===== src/hdl/sfd_pkg.sv =====
// ----------------------------------------------------------------------------
// sfd_pkg
// Shared types and constants for the telemetry frame deframer.
// ----------------------------------------------------------------------------
package sfd_pkg;

  localparam logic [7:0] EscByte   = 8'h7d;
  localparam logic [7:0] EscOffset = 8'h20;
  localparam logic [7:0] FrameByte = 8'h10;
  localparam logic [7:0] CheckBase = 8'hff;

  localparam int unsigned PayloadBytes = 6;
  localparam int unsigned QueueDepth   = 2;

  localparam logic [2:0] PosIdle  = 3'd0;
  localparam logic [2:0] PosCheck = 3'd7;

  typedef struct packed {
    logic [7:0] rx_byte;
    logic       last_in_datagram;
  } in_item_t;

  typedef struct packed {
    logic [15:0] sensor_id;
    logic [31:0] sensor_value;
  } out_item_t;

  typedef logic [7:0] byte_t;

  typedef struct packed {
    logic  valid;
    byte_t data;
  } byte_xfer_t;

endpackage


===== src/hdl/sfd_fifo.sv =====
// ----------------------------------------------------------------------------
// sfd_fifo
// Small register queue with a full and an empty flag.
// ----------------------------------------------------------------------------
module sfd_fifo #(
  parameter int unsigned Depth = 2,
  parameter type data_t = logic [7:0]
) (
  input  logic  clk_i,
  input  logic  rst_ni,
  input  logic  push_i,
  input  data_t data_i,
  output logic  full_o,
  input  logic  pop_i,
  output data_t data_o,
  output logic  empty_o
);

  localparam int unsigned PtrW = (Depth > 1) ? $clog2(Depth) : 1;
  localparam int unsigned CntW = $clog2(Depth + 1);

  data_t            mem_q [Depth];
  logic [PtrW-1:0]  wr_ptr_q, wr_ptr_d;
  logic [PtrW-1:0]  rd_ptr_q, rd_ptr_d;
  logic [CntW-1:0]  cnt_q, cnt_d;
  logic             push_fire;
  logic             pop_fire;

  assign full_o    = (cnt_q == CntW'(Depth));
  assign empty_o   = (cnt_q == '0);
  assign push_fire = push_i && !full_o;
  assign pop_fire  = pop_i && !empty_o;
  assign data_o    = mem_q[rd_ptr_q];

  always_comb begin
    wr_ptr_d = wr_ptr_q;
    rd_ptr_d = rd_ptr_q;
    cnt_d    = cnt_q;
    if (push_fire) begin
      wr_ptr_d = (wr_ptr_q == PtrW'(Depth - 1)) ? '0 : wr_ptr_q + PtrW'(1);
    end
    if (pop_fire) begin
      rd_ptr_d = (rd_ptr_q == PtrW'(Depth - 1)) ? '0 : rd_ptr_q + PtrW'(1);
    end
    if (push_fire && !pop_fire) begin
      cnt_d = cnt_q + CntW'(1);
    end else if (pop_fire && !push_fire) begin
      cnt_d = cnt_q - CntW'(1);
    end
  end

  always_ff @(posedge clk_i or negedge rst_ni) begin
    if (!rst_ni) begin
      wr_ptr_q <= '0;
      rd_ptr_q <= '0;
      cnt_q    <= '0;
    end else begin
      wr_ptr_q <= wr_ptr_d;
      rd_ptr_q <= rd_ptr_d;
      cnt_q    <= cnt_d;
    end
  end

  always_ff @(posedge clk_i) begin
    if (push_fire) begin
      mem_q[wr_ptr_q] <= data_i;
    end
  end

endmodule


===== src/hdl/sfd_front.sv =====
// ----------------------------------------------------------------------------
// sfd_front
// Accepts raw link bytes, removes escape bytes and restores escaped data.
// ----------------------------------------------------------------------------
module sfd_front
  import sfd_pkg::*;
(
  input  logic       clk_i,
  input  logic       rst_ni,
  input  logic       in_fire_i,
  input  in_item_t   in_data_i,
  output byte_xfer_t byte_o
);

  logic  esc_pending_q, esc_pending_d;
  logic  is_esc;
  byte_t decoded;

  assign is_esc  = !esc_pending_q && (in_data_i.rx_byte == EscByte);
  assign decoded = esc_pending_q ? byte_t'(in_data_i.rx_byte + EscOffset)
                                 : in_data_i.rx_byte;

  always_comb begin
    esc_pending_d = esc_pending_q;
    byte_o.valid  = 1'b0;
    byte_o.data   = decoded;
    if (in_fire_i) begin
      if (is_esc) begin
        esc_pending_d = 1'b1;
      end else begin
        esc_pending_d = 1'b0;
        byte_o.valid  = 1'b1;
      end
    end
  end

  always_ff @(posedge clk_i or negedge rst_ni) begin
    if (!rst_ni) begin
      esc_pending_q <= 1'b0;
    end else begin
      esc_pending_q <= esc_pending_d;
    end
  end

endmodule


===== src/hdl/sfd_back.sv =====
// ----------------------------------------------------------------------------
// sfd_back
// Frame parser: tracks the frame position, the running check sum and the
// payload, and issues a result for each frame whose check byte matches.
// ----------------------------------------------------------------------------
module sfd_back
  import sfd_pkg::*;
(
  input  logic      clk_i,
  input  logic      rst_ni,
  input  logic      byte_valid_i,
  input  byte_t     byte_i,
  output logic      byte_ready_o,
  output logic      res_valid_o,
  output out_item_t res_o,
  input  logic      res_ready_i
);

  localparam int unsigned PayloadW = PayloadBytes * 8;

  logic [2:0]          pos_q, pos_d;
  byte_t               sum_q, sum_d;
  logic [PayloadW-1:0] payload_q, payload_d;
  logic [8:0]          sum_wide;
  logic                fire;

  assign byte_ready_o = res_ready_i;
  assign fire         = byte_valid_i && res_ready_i;
  assign sum_wide     = {1'b0, sum_q} + {1'b0, byte_i};

  assign res_o.sensor_id    = payload_q[15:0];
  assign res_o.sensor_value = payload_q[PayloadW-1:16];

  always_comb begin
    pos_d       = pos_q;
    sum_d       = sum_q;
    payload_d   = payload_q;
    res_valid_o = 1'b0;
    if (fire) begin
      if (pos_q == PosIdle) begin
        if (byte_i == FrameByte) begin
          sum_d = FrameByte;
          pos_d = 3'd1;
        end
      end else if (pos_q == PosCheck) begin
        pos_d       = PosIdle;
        res_valid_o = (byte_t'(CheckBase - sum_q) == byte_i);
      end else begin
        payload_d = {byte_i, payload_q[PayloadW-1:8]};
        sum_d     = sum_wide[7:0] + byte_t'(sum_wide[8]);
        pos_d     = pos_q + 3'd1;
      end
    end
  end

  always_ff @(posedge clk_i or negedge rst_ni) begin
    if (!rst_ni) begin
      pos_q <= PosIdle;
      sum_q <= '0;
    end else begin
      pos_q <= pos_d;
      sum_q <= sum_d;
    end
  end

  always_ff @(posedge clk_i) begin
    payload_q <= payload_d;
  end

endmodule


===== src/hdl/smartport_frame_deframer_unit.sv =====
// ----------------------------------------------------------------------------
// smartport_frame_deframer_unit
// Telemetry deframer: unstuffs the received byte stream, parses data frames
// and delivers sensor id and raw value for each frame with a valid check.
// ----------------------------------------------------------------------------
//   Channel   Handshake      Payload
//   input     push / full    in_data_i  (rx_byte, last_in_datagram)
//   result    pop / empty    out_data_o (sensor_id, sensor_value)
//
// One byte is taken per cycle while full is low; a byte queue separates
// unstuffing from parsing. A result is written into the result queue at the
// edge that accepts its check byte.
// Parsing stalls only when the result queue is full; full then follows once
// the byte queue has filled.
// Reset clears the escape flag, frame position and both queues.
module smartport_frame_deframer_unit
  import sfd_pkg::*;
#(
  parameter int unsigned QDepth = QueueDepth
) (
  input  logic      clk_i,
  input  logic      rst_ni,
  input  logic      push,
  output logic      full,
  input  in_item_t  in_data_i,
  input  logic      pop,
  output logic      empty,
  output out_item_t out_data_o
);

  byte_xfer_t front_byte;
  byte_t      mid_data;
  logic       mid_empty;
  logic       back_ready;
  logic       res_valid;
  out_item_t  res_data;
  logic       res_full;

  sfd_front u_front (
    .clk_i     (clk_i),
    .rst_ni    (rst_ni),
    .in_fire_i (push && !full),
    .in_data_i (in_data_i),
    .byte_o    (front_byte)
  );

  sfd_fifo #(
    .Depth  (QDepth),
    .data_t (byte_t)
  ) u_byte_q (
    .clk_i   (clk_i),
    .rst_ni  (rst_ni),
    .push_i  (front_byte.valid),
    .data_i  (front_byte.data),
    .full_o  (full),
    .pop_i   (back_ready),
    .data_o  (mid_data),
    .empty_o (mid_empty)
  );

  sfd_back u_back (
    .clk_i        (clk_i),
    .rst_ni       (rst_ni),
    .byte_valid_i (!mid_empty),
    .byte_i       (mid_data),
    .byte_ready_o (back_ready),
    .res_valid_o  (res_valid),
    .res_o        (res_data),
    .res_ready_i  (!res_full)
  );

  sfd_fifo #(
    .Depth  (QDepth),
    .data_t (out_item_t)
  ) u_res_q (
    .clk_i   (clk_i),
    .rst_ni  (rst_ni),
    .push_i  (res_valid),
    .data_i  (res_data),
    .full_o  (res_full),
    .pop_i   (pop),
    .data_o  (out_data_o),
    .empty_o (empty)
  );

endmodule


===== config.mk =====
export PLATFORM = sky130hd
export DESIGN_NAME = smartport_frame_deframer_unit
export DESIGN_NICKNAME = d
export VERILOG_FILES = /design/src/hdl/sfd_pkg.sv /design/src/hdl/sfd_fifo.sv /design/src/hdl/sfd_front.sv /design/src/hdl/sfd_back.sv /design/src/hdl/smartport_frame_deframer_unit.sv
export SDC_FILE = /design/constraint.sdc
export NUM_CORES = 1
export LEC_CHECK = 0
export ABC_AREA = 1
export BUFFER_PORTS_ARGS = -buffer_cell sky130_fd_sc_hd__buf_2
export CAP_MARGIN = 10
export CELL_PAD_IN_SITES_DETAIL_PLACEMENT = 0
export CELL_PAD_IN_SITES_GLOBAL_PLACEMENT = 1
export CORE_MARGIN = 4
export CORE_UTILIZATION = 43
export CTS_CLUSTER_SIZE = 28
export DETAILED_ROUTE_END_ITERATION = 6
export GPL_TIMING_DRIVEN = 0
export PLACE_DENSITY = 0.81
export SLEW_MARGIN = 20
export SYNTH_ARGS = -nofsm -noshare
export SYNTH_HDL_FRONTEND = slang
export SYNTH_SLANG_ARGS = --single-unit

===== constraint.sdc =====
create_clock -name clk_i -period 5.2 [get_ports clk_i]
set_clock_uncertainty 0.2 [all_clocks]
set_input_delay 0 -clock clk_i [delete_from_list [all_inputs] [get_ports clk_i]]
set_output_delay 0 -clock clk_i [all_outputs]
set_load 0.1 [all_outputs]

==> run summary <==
Outcome = finished clean
Max-slew violations = 0
CP endpoint kind = flip-flop
Fill cells = 1,332
Top FF cell, synth = edfxtp_1
Crit-path max FO = 10
Die ar. = 18,700 µm²
Final setup viols = 0
Clk buf depth = 2
Largest cells by area after synthesis = edfxtp_1, nand2_1, dfrtp_1
Critical path startpoint category = flip-flop
Vias in the first global route = 4,287
Share of post-route cells with drive strength above 1 = 16.4%
Async SR Flop Fraction = 11.1%
Commonest non-fill, non-tap cells in the layout = nand2_1, edfxtp_1, buf_2
Gr usage total = 15.0%
Critical path's largest stage delay = 0.44 ns
Reg clk slew, reported paths = 0.06 ns
Hold buffers post-CTS = 15
RSZ-0062 raised after global routing = no
Worst Tran Pin Value = 0.859 ns
Commonest non-fill, non-tap cell in the layout = nand2_1
Nets@finish = 705
MaxCap Viol Count = 0
Largest net degree at the start of global routing = 24
Grt ovf = 0
Postcts setup bufs = 0
Slowest cell on crit path = fa_1
First-pass GRT wire length = 21,200 µm
Root buffer cell = clkbuf_16
Setup TNS = 0 ns
Die width = 137 µm
# DRC = 0
Sequential cell area = 5310 µm²
Final period util = 65.7%
Mean routed wirelength per cell = 14.8 µm
Row count = 46
Mux cell area share after synthesis = 0%
Clock sink count = 180
CTS Buf Count = 17
Synth Area in Compound Gates = 2.16%
Yosys warnings = 0
HP Class = primary input to flip-flop
Chip height = 137 µm
Share of the synthesized area in the top cell type = 67.5%
IO buf count = 61
Area Overhead vs Synth = 20.3%
Simple-gate share of the synthesized area = 16.0%
CP cell instances = buf_6, nand2_2, o21ai_0, inv_1, ha_1, fa_1, nand2_1, nand2_1, a221o_1, ha_1, ha_1, inv_1, nor2_1, nand3_1, nand3_1, nand2_1, nor2_1, o21ai_2
Vias after detailed routing = 4,227
Final number of hold-violating endpoints = 0
1st-iter DRT viols = 264
DR vias/cell = 4.68
Gpl congestion = 0.825
Worst-Skew Late Latency = 0.42 ns
Antenna fix cells = 0
Post-synthesis cell count = 572
XOR/XNOR Fraction of Synth Area = 0.984%
Worst rel slew slack = 42.7%
I/O pin cnt = 63
Yosys reg bits = 180
Yosys cell types = 31
Achievable frequency = 293 MHz
Initial antenna violation count = 0
Final min period = 3.42 ns
Worst EP arrival = 3.56 ns
Final ANT Viol Nets = 0
Synth area leader = edfxtp_1
CORE AREA = 16,100 µm²
Detailed placement HPWL = 9270 µm
Starting Density = 44.4%
TritonCTS clock tree = done
Area of the mapped netlist = 7120 µm²
Post-CTS Resized = 0
Main combinational cell family by area after synthesis = simple AND/OR/NAND/NOR gates
Crit Path Class = flip-flop to flip-flop
CP required = 5.34 ns
Avg Inst Size Synth = 12.5 µm²
EDFF count, synth = 160
Syn Nets = 602
Post-Route WL = 13,400 µm
Sequential fraction of the synthesis area = 74.5%
Synth Area in Adders = 3.09%
Area of the multi-input gates = 1610 µm²
Detailed Routing Iterations Pass 1 = 5
Htree depth = 4
state kept, by name, summed over array words and instances, names as in the netlist:
| signal | count |
|---|---|
| u_res_q.cnt_q | 2 |
| u_back.sum_q | 8 |
| u_res_q.mem_q | 96 |
| u_res_q.wr_ptr_q | 1 |
| u_res_q.rd_ptr_q | 1 |
| u_byte_q.cnt_q | 2 |
| u_byte_q.mem_q | 16 |
| u_back.pos_q | 3 |
| u_back.payload_q | 48 |
| u_byte_q.wr_ptr_q | 1 |
| u_front.esc_pending_q | 1 |
| u_byte_q.rd_ptr_q | 1 |
final cells by class:
type | count | area share, %
inverters | 49 | 2.15
flip-flops and latches | 180 | 61.9
clock buffers | 18 | 5.01
well taps | 216 | 3.16
repair buffers | 84 | 7.16
plain buffers | 11 | 0.570
multi-input cells | 332 | 18.8
clock inverters | 13 | 1.21
critical path, delay by kind of cell (launching register included):
family                   cells  cell delay, ns
AO/OA/AOI/OAI                3            0.59
buffers and inverters        3            0.38
AND/OR/NAND/NOR              8            0.63
flip-flops                   1            0.42
adder cells (fa/ha/maj)      4            1.13
metrics by stage:
step | cell area (µm²) | util (%) | hold WS (ns) | setup WS (ns) | cells
after CTS | 8570 | 53.3 | 0.104 | 1.76 | 903
final | 8570 | 53.3 | 0.117 | 1.78 | 903
after floorplan | 7120 | - | -0.496 | 0.0846 | 572
after detailed placement | 7870 | 49.0 | -0.184 | 1.78 | 857
after global routing | 8570 | 53.3 | 0.119 | 1.57 | 903
after global placement | 7700 | 47.9 | -0.186 | -2.01 | 849
cells by family (layout without fill, tap and decap cells):
logic type / Yosys count / count (layout)
flops: 180 / 180
compound gates: 26 / 26
buf+inv: 60 / 175
fa+ha+maj: 17 / 17
simple gates: 281 / 281
xor+xnor: 8 / 8
synthesized netlist by cell type (2+ instances only):
cell type    n
nand2_2      2
a21oi_1      7
clkbuf_1     9
nand2_1    223
dfrtp_1     20
o21ai_0     10
xor2_1       6
xnor2_1      2
nor3_1       4
o21ai_1      2
ha_1        16
nor2_1      19
inv_1       49
edfxtp_1   160
o21ai_2      4
nand3b_1     2
nand3_1     21
nand4_1      3
per-layer routing:
metal  routed length [µm]  track usage [%]  vias to the layer above
met4                  189             4.54                        0
met3                  573             3.93                       19
met1                 5590             17.7                     1982
met5                    0                0                        -
li1                     -                -                     2132
met2                 7030             26.7                       94
worst paths after layout:
check                                       end  cells after the start                start  slack [ns]
min in group asynchronous       u_back.sum_q[2]                      4               rst_ni        0.38
hold reg to reg            u_res_q.mem_q[1][35]                      0  u_back.payload_q[3]        0.24
setup / recovery                u_back.sum_q[4]                     18    u_byte_q.rd_ptr_q        1.78
setup reg to reg                u_back.sum_q[4]                     18    u_byte_q.rd_ptr_q        1.78
hold / removal             u_byte_q.mem_q[1][2]                      2         in_data_i[3]        0.12
max in group asynchronous     u_byte_q.wr_ptr_q                      4               rst_ni        4.27
Power is left out: the tool's default activity adds up to more than one toggle a clock period on the data nets, which glitch-free logic cannot reach.
